**config.mk**
```make
export PLATFORM = sky130hd
export DESIGN_NAME = vu_level_meter_unit
export DESIGN_NICKNAME = d
export VERILOG_FILES = /design/src/sv/vlm_pkg.sv /design/src/sv/vlm_front.sv /design/src/sv/vlm_queue.sv /design/src/sv/vlm_div.sv /design/src/sv/vlm_back.sv /design/src/sv/vu_level_meter_unit.sv
export SDC_FILE = /design/constraint.sdc
export NUM_CORES = 2
export LEC_CHECK = 0
export BUFFER_PORTS_ARGS = -buffer_cell sky130_fd_sc_hd__buf_2
export CAP_MARGIN = 10
export CORE_ASPECT_RATIO = 0.9
export CORE_MARGIN = 10
export CORE_UTILIZATION = 45
export CTS_CLUSTER_DIAMETER = 120
export DETAILED_ROUTE_END_ITERATION = 6
export PLACE_DENSITY_LB_ADDON = 0.05
export SLEW_MARGIN = 10
export SYNTH_ARGS = -nofsm -noshare
export SYNTH_HDL_FRONTEND = slang
export SYNTH_SLANG_ARGS = --single-unit
```
**constraint.sdc**
```tcl
create_clock -name i_clk -period 6 [get_ports i_clk]
set_input_delay 0.3 -clock i_clk [delete_from_list [all_inputs] [get_ports i_clk]]
set_output_delay 0.3 -clock i_clk [all_outputs]
set_load 0.01 [all_outputs]
```
**src/sv/vlm_pkg.sv**
```systemverilog
`default_nettype none

package vlm_pkg;

    // Curve: eleven points, -5 dBFS (100%) down to -25 dBFS (0%)
    localparam int unsigned CurvePoints = 11;
    localparam int unsigned SegIdxW     = 4;
    localparam logic [6:0]  PctStep     = 7'd10;
    localparam logic [6:0]  PctFull     = 7'd100;

    // Interpolation divider: 17-bit dividend, 12-bit divisor, 8 quotient bits
    localparam int unsigned DivDW       = 17;
    localparam int unsigned DivSW       = 12;
    localparam int unsigned DivQW       = 8;
    localparam logic [DivSW-1:0] MsPerSecond = 12'd1000;
    localparam logic [DivDW-1:0] PctRound    = 17'd50;

    // Reciprocal multiplies: floor(x/1000) for x < 2^17, floor(x/100) for x < 2^15
    localparam logic [16:0] FallRecip = 17'd67109;
    localparam int unsigned FallShift = 26;
    localparam logic [12:0] LitRecip  = 13'd5243;
    localparam int unsigned LitShift  = 19;

    // Floor of x/5 as (x*205)>>10, exact for the four-fifths product
    localparam logic [17:0] RedScale = 18'd820;

    // Job queue between classifier and ballistics engine
    localparam int unsigned QueueDepth = 2;
    localparam int unsigned QueuePtrW  = $clog2(QueueDepth);

    // Configuration register indexes
    localparam int unsigned CfgIdxW = 2;
    localparam logic [CfgIdxW-1:0] CfgReleaseRate  = 2'd0;
    localparam logic [CfgIdxW-1:0] CfgSegmentCount = 2'd1;

    typedef struct packed {
        logic [15:0] level;
        logic [15:0] gap_ms;
    } t_in_item;

    typedef struct packed {
        logic [6:0] display_percent;
        logic [7:0] lit_count;
        logic [7:0] first_red_segment;
        logic       red_lit;
    } t_out_item;

    typedef struct packed {
        logic [9:0] release_rate;
        logic [7:0] segment_count;
    } t_cfg;

    // Classified reading: base percent plus optional interpolation division
    typedef struct packed {
        logic [6:0]       base_pct;
        logic             needs_div;
        logic [DivDW-1:0] dividend;
        logic [DivSW-1:0] span;
        logic [15:0]      gap_ms;
    } t_job;

    typedef struct packed {
        logic             start;
        logic [DivDW-1:0] dividend;
        logic [DivSW-1:0] divisor;
    } t_div_req;

    typedef struct packed {
        logic             done;
        logic [DivQW-1:0] quot;
    } t_div_rsp;

    function automatic logic [15:0] curve_level(input logic [SegIdxW-1:0] idx);
        logic [15:0] lv;
        case (idx)
            4'd0:    lv = 16'd18426;
            4'd1:    lv = 16'd14640;
            4'd2:    lv = 16'd11626;
            4'd3:    lv = 16'd9238;
            4'd4:    lv = 16'd7338;
            4'd5:    lv = 16'd5828;
            4'd6:    lv = 16'd4630;
            4'd7:    lv = 16'd3677;
            4'd8:    lv = 16'd2921;
            4'd9:    lv = 16'd2320;
            4'd10:   lv = 16'd1843;
            default: lv = 16'd0;
        endcase
        return lv;
    endfunction

    function automatic logic [6:0] curve_pct(input logic [SegIdxW-1:0] idx);
        return 7'(PctFull - 7'(idx) * PctStep);
    endfunction

endpackage

`default_nettype wire

```
**src/sv/vlm_front.sv**
```systemverilog
`default_nettype none

module vlm_front (
    input  wire logic             i_in_valid,
    input  wire vlm_pkg::t_in_item i_in_item,
    input  wire logic             i_q_full,
    output logic                  o_in_ready,
    output logic                  o_push,
    output vlm_pkg::t_job         o_job
);

    logic [vlm_pkg::SegIdxW-1:0] seg;
    logic [15:0]                 lo_lv;
    logic [15:0]                 hi_lv;
    logic [15:0]                 into;
    logic [15:0]                 span_w;
    logic [18:0]                 into10;

    // Accept whenever the queue has room
    assign o_in_ready = !i_q_full;
    assign o_push     = i_in_valid && !i_q_full;

    // Find the first curve point that the level lies above
    always_comb begin
        seg = vlm_pkg::SegIdxW'(vlm_pkg::CurvePoints - 1);
        for (int k = vlm_pkg::CurvePoints - 1; k >= 1; k--) begin
            if (i_in_item.level > vlm_pkg::curve_level(vlm_pkg::SegIdxW'(k))) begin
                seg = vlm_pkg::SegIdxW'(k);
            end
        end
    end

    assign lo_lv  = vlm_pkg::curve_level(seg);
    assign hi_lv  = vlm_pkg::curve_level(seg - 4'd1);
    assign into   = i_in_item.level - lo_lv;
    assign span_w = hi_lv - lo_lv;
    assign into10 = {into, 3'b000} + {2'b00, into, 1'b0};

    // Classify: loud clamp, quiet floor, or interpolate within a segment
    always_comb begin
        o_job.gap_ms     = i_in_item.gap_ms;
        o_job.dividend   = into10[vlm_pkg::DivDW-1:0];
        o_job.span       = span_w[vlm_pkg::DivSW-1:0];
        if (i_in_item.level >= vlm_pkg::curve_level(4'd0)) begin
            o_job.base_pct  = vlm_pkg::PctFull;
            o_job.needs_div = 1'b0;
        end else if (i_in_item.level <=
                     vlm_pkg::curve_level(vlm_pkg::SegIdxW'(vlm_pkg::CurvePoints - 1))) begin
            o_job.base_pct  = 7'd0;
            o_job.needs_div = 1'b0;
        end else begin
            o_job.base_pct  = vlm_pkg::curve_pct(seg);
            o_job.needs_div = 1'b1;
        end
    end

endmodule

`default_nettype wire

```
**src/sv/vlm_queue.sv**
```systemverilog
`default_nettype none

module vlm_queue (
    input  wire logic         i_clk,
    input  wire logic         i_rst_n,
    input  wire logic         i_push,
    input  wire vlm_pkg::t_job i_job,
    input  wire logic         i_pop,
    output logic              o_full,
    output logic              o_empty,
    output vlm_pkg::t_job     o_job
);

    vlm_pkg::t_job                 r_mem [vlm_pkg::QueueDepth];
    logic [vlm_pkg::QueuePtrW-1:0] r_wr_ptr;
    logic [vlm_pkg::QueuePtrW-1:0] r_rd_ptr;
    logic [vlm_pkg::QueuePtrW:0]   r_count;

    assign o_full  = (r_count == (vlm_pkg::QueuePtrW+1)'(vlm_pkg::QueueDepth));
    assign o_empty = (r_count == '0);
    assign o_job   = r_mem[r_rd_ptr];

    // Store items
    always_ff @(posedge i_clk) begin
        if (i_push) begin
            r_mem[r_wr_ptr] <= i_job;
        end
    end

    // Advance pointers and occupancy
    always_ff @(posedge i_clk) begin
        if (!i_rst_n) begin
            r_wr_ptr <= '0;
            r_rd_ptr <= '0;
            r_count  <= '0;
        end else begin
            if (i_push) begin
                r_wr_ptr <= r_wr_ptr + 1'b1;
            end
            if (i_pop) begin
                r_rd_ptr <= r_rd_ptr + 1'b1;
            end
            case ({i_push, i_pop})
                2'b10:   r_count <= r_count + 1'b1;
                2'b01:   r_count <= r_count - 1'b1;
                default: r_count <= r_count;
            endcase
        end
    end

    a_no_overflow: assert property (@(posedge i_clk) disable iff (!i_rst_n)
        o_full |-> !i_push) else $error("queue push while full");
    a_no_underflow: assert property (@(posedge i_clk) disable iff (!i_rst_n)
        o_empty |-> !i_pop) else $error("queue pop while empty");
    a_count_step: assert property (@(posedge i_clk) disable iff (!i_rst_n)
        (i_push && !i_pop) |=> r_count == $past(r_count) + 1'b1)
        else $error("queue count did not advance");

endmodule

`default_nettype wire

```
**src/sv/vlm_div.sv**
```systemverilog
`default_nettype none

module vlm_div (
    input  wire logic             i_clk,
    input  wire logic             i_rst_n,
    input  wire vlm_pkg::t_div_req i_req,
    output vlm_pkg::t_div_rsp     o_rsp
);

    localparam int unsigned TrialW = vlm_pkg::DivSW + vlm_pkg::DivQW;

    logic [vlm_pkg::DivDW-1:0]       r_rem;
    logic [vlm_pkg::DivSW-1:0]       r_dvsr;
    logic [$clog2(vlm_pkg::DivQW)-1:0] r_step;
    logic                            r_busy;
    logic                            r_done;
    logic [vlm_pkg::DivQW-1:0]       r_quot;
    logic [TrialW-1:0]               trial;
    logic                            fits;

    // Divisor aligned to the current quotient bit
    assign trial = TrialW'(r_dvsr) << r_step;
    assign fits  = TrialW'(r_rem) >= trial;

    assign o_rsp.done = r_done;
    assign o_rsp.quot = r_quot;

    // Restoring division, one quotient bit per cycle, MSB first
    always_ff @(posedge i_clk) begin
        if (!i_rst_n) begin
            r_busy <= 1'b0;
            r_done <= 1'b0;
        end else begin
            r_done <= r_busy && !i_req.start && (r_step == '0);
            if (i_req.start) begin
                r_rem  <= i_req.dividend;
                r_dvsr <= i_req.divisor;
                r_step <= '1;
                r_quot <= '0;
                r_busy <= 1'b1;
            end else if (r_busy) begin
                if (fits) begin
                    r_rem         <= r_rem - trial[vlm_pkg::DivDW-1:0];
                    r_quot[r_step] <= 1'b1;
                end
                if (r_step == '0) begin
                    r_busy <= 1'b0;
                end else begin
                    r_step <= r_step - 1'b1;
                end
            end
        end
    end

    a_start_idle: assert property (@(posedge i_clk) disable iff (!i_rst_n)
        i_req.start |-> !r_busy) else $error("divider restarted while busy");
    a_done_end: assert property (@(posedge i_clk) disable iff (!i_rst_n)
        r_done |-> $past(r_busy) && !r_busy) else $error("divider done without a run");
    a_nonzero_div: assert property (@(posedge i_clk) disable iff (!i_rst_n)
        i_req.start |-> i_req.divisor != '0) else $error("divider started with zero");

endmodule

`default_nettype wire

```
**src/sv/vlm_back.sv**
```systemverilog
`default_nettype none

module vlm_back (
    input  wire logic              i_clk,
    input  wire logic              i_rst_n,
    input  wire vlm_pkg::t_cfg     i_cfg,
    input  wire logic              i_empty,
    input  wire vlm_pkg::t_job     i_job,
    output logic                   o_pop,
    output vlm_pkg::t_div_req      o_div_req,
    input  wire vlm_pkg::t_div_rsp i_div_rsp,
    output logic                   o_out_valid,
    input  wire logic              i_out_ready,
    output vlm_pkg::t_out_item     o_out_item
);

    typedef enum logic [2:0] {
        S_IDLE,
        S_TGT_WAIT,
        S_MUL,
        S_FALL,
        S_FALL_WAIT,
        S_LIT,
        S_LIT_WAIT,
        S_OUT
    } t_state;

    t_state                    r_state;
    vlm_pkg::t_job             r_job;
    logic [6:0]                r_target;
    logic [6:0]                r_shown;
    logic [25:0]               r_prod;
    logic [6:0]                r_fall;
    logic [vlm_pkg::DivDW-1:0] r_lit_num;
    logic [7:0]                r_lit;
    logic                      r_div_start;
    logic [vlm_pkg::DivDW-1:0] r_div_dividend;
    logic [vlm_pkg::DivSW-1:0] r_div_divisor;
    logic                      r_out_valid;
    vlm_pkg::t_out_item        r_out;

    logic [25:0]               prod;
    logic [25:0]               shown_ms;
    logic [vlm_pkg::DivDW-1:0] lit_num;
    logic [33:0]               fall_scaled;
    logic [6:0]                fall_q;
    logic [29:0]               lit_scaled;
    logic [7:0]                lit_quot;
    logic [17:0]               red_prod;
    logic [7:0]                first_red;
    logic [6:0]                diff;
    logic [7:0]                quot_lit;

    assign o_pop = (r_state == S_IDLE) && !i_empty;

    assign o_div_req.start    = r_div_start;
    assign o_div_req.dividend = r_div_dividend;
    assign o_div_req.divisor  = r_div_divisor;

    assign o_out_valid = r_out_valid;
    assign o_out_item  = r_out;

    // Datapath helpers
    assign prod      = 26'(r_job.gap_ms) * 26'(i_cfg.release_rate);
    assign shown_ms  = 26'(17'(r_shown) * 17'(vlm_pkg::MsPerSecond));
    assign lit_num   = vlm_pkg::DivDW'(r_shown) * vlm_pkg::DivDW'(i_cfg.segment_count)
                       + vlm_pkg::PctRound;
    assign red_prod  = 18'(i_cfg.segment_count) * vlm_pkg::RedScale;
    assign first_red = red_prod[17:10];

    // Fall in percent: product over 1000 by reciprocal multiply
    assign fall_scaled = 34'(r_prod[vlm_pkg::DivDW-1:0]) * 34'(vlm_pkg::FallRecip);
    assign fall_q      = fall_scaled[vlm_pkg::FallShift +: 7];
    assign diff        = r_shown - r_fall;

    // Rounded segment count: numerator over 100 by reciprocal multiply
    assign lit_scaled  = 30'(r_lit_num) * 30'(vlm_pkg::LitRecip);
    assign lit_quot    = lit_scaled[vlm_pkg::LitShift +: 8];
    assign quot_lit    = (lit_quot == '0) ? 8'd1 :
                         (lit_quot > i_cfg.segment_count) ? i_cfg.segment_count :
                         lit_quot;

    // Sequence target, ballistics, segment count and result
    always_ff @(posedge i_clk) begin
        if (!i_rst_n) begin
            r_state     <= S_IDLE;
            r_shown     <= 7'd0;
            r_div_start <= 1'b0;
            r_out_valid <= 1'b0;
        end else begin
            r_div_start <= (r_state == S_IDLE) && !i_empty && i_job.needs_div;
            // Drop the result once taken, unless a new one is loaded
            if (i_out_ready && r_state != S_OUT) begin
                r_out_valid <= 1'b0;
            end
            case (r_state)
                S_IDLE: begin
                    if (!i_empty) begin
                        r_job <= i_job;
                        if (i_job.needs_div) begin
                            r_div_dividend <= i_job.dividend;
                            r_div_divisor  <= i_job.span;
                            r_state        <= S_TGT_WAIT;
                        end else begin
                            r_target <= i_job.base_pct;
                            r_state  <= S_MUL;
                        end
                    end
                end
                S_TGT_WAIT: begin
                    if (i_div_rsp.done) begin
                        r_target <= r_job.base_pct + i_div_rsp.quot[6:0];
                        r_state  <= S_MUL;
                    end
                end
                S_MUL: begin
                    r_prod  <= prod;
                    r_state <= S_FALL;
                end
                S_FALL: begin
                    // Attack jumps to target; a fall past the target stops there
                    if (r_target >= r_shown || r_prod >= shown_ms) begin
                        r_shown <= r_target;
                        r_state <= S_LIT;
                    end else begin
                        r_fall  <= fall_q;
                        r_state <= S_FALL_WAIT;
                    end
                end
                S_FALL_WAIT: begin
                    r_shown <= (diff < r_target) ? r_target : diff;
                    r_state <= S_LIT;
                end
                S_LIT: begin
                    if (i_cfg.segment_count == 8'd0 || r_shown == 7'd0) begin
                        r_lit   <= 8'd0;
                        r_state <= S_OUT;
                    end else if (r_shown >= vlm_pkg::PctFull) begin
                        r_lit   <= i_cfg.segment_count;
                        r_state <= S_OUT;
                    end else begin
                        r_lit_num <= lit_num;
                        r_state   <= S_LIT_WAIT;
                    end
                end
                S_LIT_WAIT: begin
                    r_lit   <= quot_lit;
                    r_state <= S_OUT;
                end
                S_OUT: begin
                    // Load the output register once it is free
                    if (!r_out_valid || i_out_ready) begin
                        r_out.display_percent   <= r_shown;
                        r_out.lit_count         <= r_lit;
                        r_out.first_red_segment <= first_red;
                        r_out.red_lit           <= (i_cfg.segment_count != 8'd0) &&
                                                   (r_lit != 8'd0) &&
                                                   ((r_lit - 8'd1) >= first_red);
                        r_out_valid             <= 1'b1;
                        r_state                 <= S_IDLE;
                    end
                end
                default: r_state <= S_IDLE;
            endcase
        end
    end

    a_done_when_waiting: assert property (@(posedge i_clk) disable iff (!i_rst_n)
        i_div_rsp.done |-> r_state == S_TGT_WAIT)
        else $error("divider result arrived outside a wait state");
    a_shown_range: assert property (@(posedge i_clk) disable iff (!i_rst_n)
        r_state == S_LIT |-> r_shown <= vlm_pkg::PctFull)
        else $error("displayed percent out of range");
    a_load_from_out: assert property (@(posedge i_clk) disable iff (!i_rst_n)
        $rose(r_out_valid) |-> $past(r_state) == S_OUT)
        else $error("result loaded outside the output state");
    a_lit_capped: assert property (@(posedge i_clk) disable iff (!i_rst_n)
        r_out_valid |-> r_out.lit_count <= i_cfg.segment_count)
        else $error("lit count exceeds segment count");

endmodule

`default_nettype wire

```
**src/sv/vu_level_meter_unit.sv**
```systemverilog
// VU level meter: each item carries an RMS level and the milliseconds since
// the previous reading; each item yields exactly one result with the bar
// height after attack/release ballistics, lit segment count, red zone start
// and red flag. A classifier maps the level onto the dB curve at acceptance
// and writes a job into a two-entry queue, so up to two more items are taken
// while the engine works. For each item the engine takes a job, scales the
// release, compares, counts segments and loads the result, waiting while
// the previous result still waits for i_out_ready. The 8-step restoring
// divider interpolates first when the level lies between two curve points;
// a falling bar and a rounded lit count pass through S_FALL_WAIT and
// S_LIT_WAIT, both done by reciprocal multiplies. Writes to release_rate
// (index 0) and segment_count (index 1) are always accepted and must only
// be made while no item is in flight.
`default_nettype none

module vu_level_meter_unit (
    input  wire logic                         i_clk,
    input  wire logic                         i_rst_n,
    input  wire logic                         i_in_valid,
    output logic                              o_in_ready,
    input  wire vlm_pkg::t_in_item            i_in_item,
    output logic                              o_out_valid,
    input  wire logic                         i_out_ready,
    output vlm_pkg::t_out_item                o_out_item,
    input  wire logic                         i_cfg_valid,
    output logic                              o_cfg_ready,
    input  wire logic [vlm_pkg::CfgIdxW-1:0]  i_cfg_index,
    input  wire logic [9:0]                   i_cfg_data
);

    vlm_pkg::t_cfg     r_cfg;
    vlm_pkg::t_job     front_job;
    vlm_pkg::t_job     q_job;
    vlm_pkg::t_div_req div_req;
    vlm_pkg::t_div_rsp div_rsp;
    logic              push;
    logic              pop;
    logic              q_full;
    logic              q_empty;

    assign o_cfg_ready = 1'b1;

    // Hold configuration registers
    always_ff @(posedge i_clk) begin
        if (!i_rst_n) begin
            r_cfg.release_rate  <= 10'd100;
            r_cfg.segment_count <= 8'd20;
        end else if (i_cfg_valid) begin
            case (i_cfg_index)
                vlm_pkg::CfgReleaseRate:  r_cfg.release_rate  <= i_cfg_data;
                vlm_pkg::CfgSegmentCount: r_cfg.segment_count <= i_cfg_data[7:0];
                default: r_cfg <= r_cfg;
            endcase
        end
    end

    vlm_front u_front (
        .i_in_valid (i_in_valid),
        .i_in_item  (i_in_item),
        .i_q_full   (q_full),
        .o_in_ready (o_in_ready),
        .o_push     (push),
        .o_job      (front_job)
    );

    vlm_queue u_queue (
        .i_clk   (i_clk),
        .i_rst_n (i_rst_n),
        .i_push  (push),
        .i_job   (front_job),
        .i_pop   (pop),
        .o_full  (q_full),
        .o_empty (q_empty),
        .o_job   (q_job)
    );

    vlm_div u_div (
        .i_clk   (i_clk),
        .i_rst_n (i_rst_n),
        .i_req   (div_req),
        .o_rsp   (div_rsp)
    );

    vlm_back u_back (
        .i_clk       (i_clk),
        .i_rst_n     (i_rst_n),
        .i_cfg       (r_cfg),
        .i_empty     (q_empty),
        .i_job       (q_job),
        .o_pop       (pop),
        .o_div_req   (div_req),
        .i_div_rsp   (div_rsp),
        .o_out_valid (o_out_valid),
        .i_out_ready (i_out_ready),
        .o_out_item  (o_out_item)
    );

endmodule

`default_nettype wire

```
==> results.py <==
metrics = {
    "clocking": {
        "clock_sinks": 316,
        "cts_tree": "yes",
        "cts-root-buf": "clkbuf_16",
        "cts_buffer_depth": 3,
        "clk_latency_ns": 0.59,
        "cts_inserted_buffers": 39,
        "cts.clk_slew.worst_paths_ns": 0.06,
        "htreeDepth": 2,
    },
    "sta": {
        "finalSetupViolCount": 8,
        "fin_tns_setup_ns": -0.201,
        "final.setup.worst_slack_ns": -0.0332,
        "fmax_ghz": 0.166,
        "slew_headroom_pct": 22.4,
        "period_share_pct": 101,
        "rsz0062_at_grt": "yes",
        "finalHoldViolations": 0,
        "final_max_slew_viol_count": 0,
        "period_needed_ns": 6.03,
        "skew_ns": 0.0340,
        "tightestPinTransition_ns": 1.16,
    },
    "synthesis": {
        "syn-cell-area_um2": 32700,
        "synth-edff-count": 279,
        "synth_top_family_by_area": "adder cells",
        "synth_seq_area_share_pct": 27.9,
        "synth.yosys.warnings": 0,
        "synth-seq-cells": 316,
        "yosys.area.top_type": "edfxtp_1",
        "synth_most_common_cell": "ha_1",
        "synth-compound-area-share_pct": 9.20,
        "synthSimpleGateAreaFrac_pct": 10.0,
        "yosys_most_used_dff": "edfxtp_1",
        "async_flop_share_pct": 0,
        "synth_area_leaders": "edfxtp_1 26%, ha_1 21%, fa_1 18%, inv_1 6.1%, nand2_1 2.9%",
        "synth_xor_area_share_pct": 3.59,
        "syn_inst": 3156,
        "synthTopCellsByCount": "547 x ha_1, 531 x inv_1, 295 x fa_1, 279 x edfxtp_1, 251 x nand2_1",
        "muxShareOfSynthArea_pct": 3.02,
        "synth_cell_types": 78,
        "syn_nets": 4047,
        "synth_top_area_share_pct": 25.6,
        "synth_fa_ha_area_share_pct": 39.0,
        "synth.avg_cell_area_um2": 10.4,
    },
    "routing": {
        "vias_per_cell": 5.20,
        "wl_per_cell_um": 17.8,
        "drcViolationCount": 0,
        "antenna_left": 0,
        "num_vias": 23400,
        "dr.pass1.iters": 5,
        "drt-total-wl_um": 80100,
        "drtIter0Drc": 1289,
    },
    "cells_and_area": {
        "nets": 4407,
        "n_fill_cell": 6385,
        "diodes": 0,
        "area_delta_synth_final_pct": 17.0,
        "drive_gt1_share_pct": 17.2,
    },
    "floorplanning": {
        "initial_core_util_pct": 45.5,
        "core_area_um2": 71800,
        "die_h_um": 276,
        "die_area_um2": 83900,
        "rows": 93,
        "die_x_um": 304,
        "ios": 76,
    },
    "critical_path": {
        "cp_num_buf_inv": 2,
        "critPathLaunchType": "flip-flop",
        "crit_path_max_fanout": 7,
        "cp.required_ns": 6.31,
        "endpoint_kind": "flip-flop",
        "slowest_stage": "fa_1",
        "crit_family": "adder cells",
        "path_class": "reg2reg",
        "max_stage_delay_ns": 0.56,
        "crit_chain": "buf_6 -> buf_4 -> fa_1 -> ha_1 -> fa_1 -> fa_1 -> fa_1 -> ha_4 -> a211oi_2 -> o211ai_1 -> o21ai_2 -> nand2_2 -> and2_4 -> o21ai_2 -> o31a_1 -> ha_1 -> o21a_1 -> o21ai_1 -> nand2b_1 -> a21oi_2 -> o21ai_2 -> o21ai_2 -> o31ai_4 -> a22o_1",
        "arrival_ns": 6.35,
    },
    "placed_design": {
        "hpwl_um": 64800,
        "gp_congestion": 0.897,
        "io_buffers": 74,
    },
    "grt": {
        "antenna_found_initial": 1,
        "grt_overflow": 0,
        "first_global_vias": 24600,
        "grt_usage_pct": 19.2,
        "grt_pass1_wl_um": 130000,
        "grt_max_degree": 51,
    },
    "worst_hold_path": {
        "hp-class": "in2reg",
    },
    "status": {
        "status": "finished, violations left",
        "violations": "setup timing",
    },
    "power": {
        "leakagePower_nw": 18.3,
        "max-vdd-ir-drop_uv": 613,
        "p_total_w": 0.0160,
        "power_density_nw_per_um2": 419,
    },
    "flow_run": {
        "cap_violations": 0,
    },
}
-- metal layers --
| layer | vias to the layer above | GRT usage (%) | routed length, um |
|---|---|---|---|
| met4 | 0 | 4.37 | 1620 |
| met5 | - | 0 | 0 |
| met3 | 86 | 3.39 | 3960 |
| met1 | 11500 | 25.9 | 37500 |
| met2 | 446 | 31.8 | 37000 |
| li1 | 11400 | - | - |
-- cells in the final DEF (no fill, tap or decap), types with 10 or more instances in the layout --
cell / count
ha_1: 534
inv_1: 528
buf_4: 307
fa_1: 293
edfxtp_1: 279
nand2_1: 250
nor2_1: 132
a21oi_1: 117
xnor2_1: 90
and2_1: 81
o21ai_0: 81
buf_2: 75
mux2_2: 54
a21o_1: 47
xor2_1: 44
clkbuf_16: 39
nor3_1: 34
mux2i_1: 31
dfxtp_1: 31
nor2b_1: 29
nand3_1: 28
nand2b_1: 28
a21boi_0: 20
o21bai_1: 20
dlygate4sd3_1: 18
o21a_1: 16
a21oi_2: 15
nand4_1: 14
a31oi_1: 13
and3_1: 13
o21ai_1: 13
a211oi_1: 11
a22o_1: 11
clkinv_1: 11
nor4_1: 10
o21ai_2: 10
-- tightest hold or removal path, delay by kind of cell --
family	cells	cell delay (ns)
AOI/OAI and AO/OA	1	0.07
buffers and inverters	1	0.16
and+or+nand+nor	1	0.07
-- timing repair --
item,CTS,global route
hold buffers,18,0
pin swaps,39,46
endpoints found under the setup margin,23,38
buffers inserted,7,18
gates resized for setup,45,76
endpoints found under the hold margin,34,0
gates cloned,0,1
-- logic make-up (layout without fill, tap and decap cells) --
logic type / Yosys count / in the layout
multiplexers: 88 / 88
flip-flops: 316 / 316
XOR/XNOR: 134 / 134
buffers and inverters: 624 / 1014
adder cells (fa/ha/maj): 843 / 843
AO/OA/AOI/OAI: 468 / 468
AND/OR/NAND/NOR: 682 / 682
other: 1 / 1
-- area by class of cell --
cell class | instances | area, um2 | share of cell area, %
Clock inverter | 23 | 253 | 0.661
Tap cell | 950 | 1190 | 3.11
Sequential cell | 316 | 9130 | 23.9
Inverter | 535 | 2010 | 5.25
Timing Repair Buffer | 408 | 2950 | 7.71
Multi-Input combinational cell | 2216 | 21700 | 56.8
Clock buffer | 48 | 1010 | 2.64
-- registers in the layout (all words and copies together) (netlist names), 2 cells and up, named ones only --
| name | flops |
|---|---|
| u_back.r_lit | 8 |
| u_back.o_out_item | 24 |
| u_div.r_step | 3 |
| u_back.r_div_divisor | 12 |
| u_div.r_dvsr | 12 |
| u_back.r_fall | 7 |
| r_cfg | 18 |
| u_back.r_job | 22 |
| u_back.r_target | 7 |
| u_back.r_state | 3 |
| u_queue.r_mem | 102 |
| u_div.r_rem | 17 |
| u_back.r_prod | 26 |
| u_back.r_div_dividend | 16 |
| u_back.r_lit_num | 16 |
| u_div.r_quot | 7 |
| u_queue.r_count | 2 |
| u_back.r_shown | 7 |
-- report_power, final --
part | switching [W] | internal, W
combinational | 0.00564 | 0.00469
clock | 0.000982 | 0.00135
sequential | 0.000258 | 0.00312
-- stage by stage --
stage          util (%)  setup slack, ns  instance area, um2  cells  hold WS (ns)
2_1_floorplan         -          -0.0445               32700   3156         0.399
3_3_place_gp       50.4           -0.381               36200   4383         0.403
3_5_place_dp       50.4           -0.496               36200   4383         0.406
4_1_cts            52.7         -0.00784               37900   4477        0.0198
5_1_grt            53.3           -0.295               38200   4496        0.0312
6_report           53.3          -0.0332               38200   4496        0.0535
-- worst paths after layout --
kind | to | from | cells after the start | slack (ns)
setup / recovery | u_back.r_lit[1]$_DFFE_PP_ | u_back.r_lit_num[11]$_DFFE_PP_ | 24 | -0.03
hold / removal | r_cfg[15]$_SDFFE_PN0P_ | i_cfg_data[7] | 3 | 0.05
setup reg to reg | u_back.r_lit[1]$_DFFE_PP_ | u_back.r_lit_num[11]$_DFFE_PP_ | 24 | -0.03
hold reg to reg | u_div.r_dvsr[7]$_DFFE_PP_ | u_back.r_div_divisor[7]$_DFFE_PP_ | 0 | 0.42
Power figures use the tool's default switching activity.
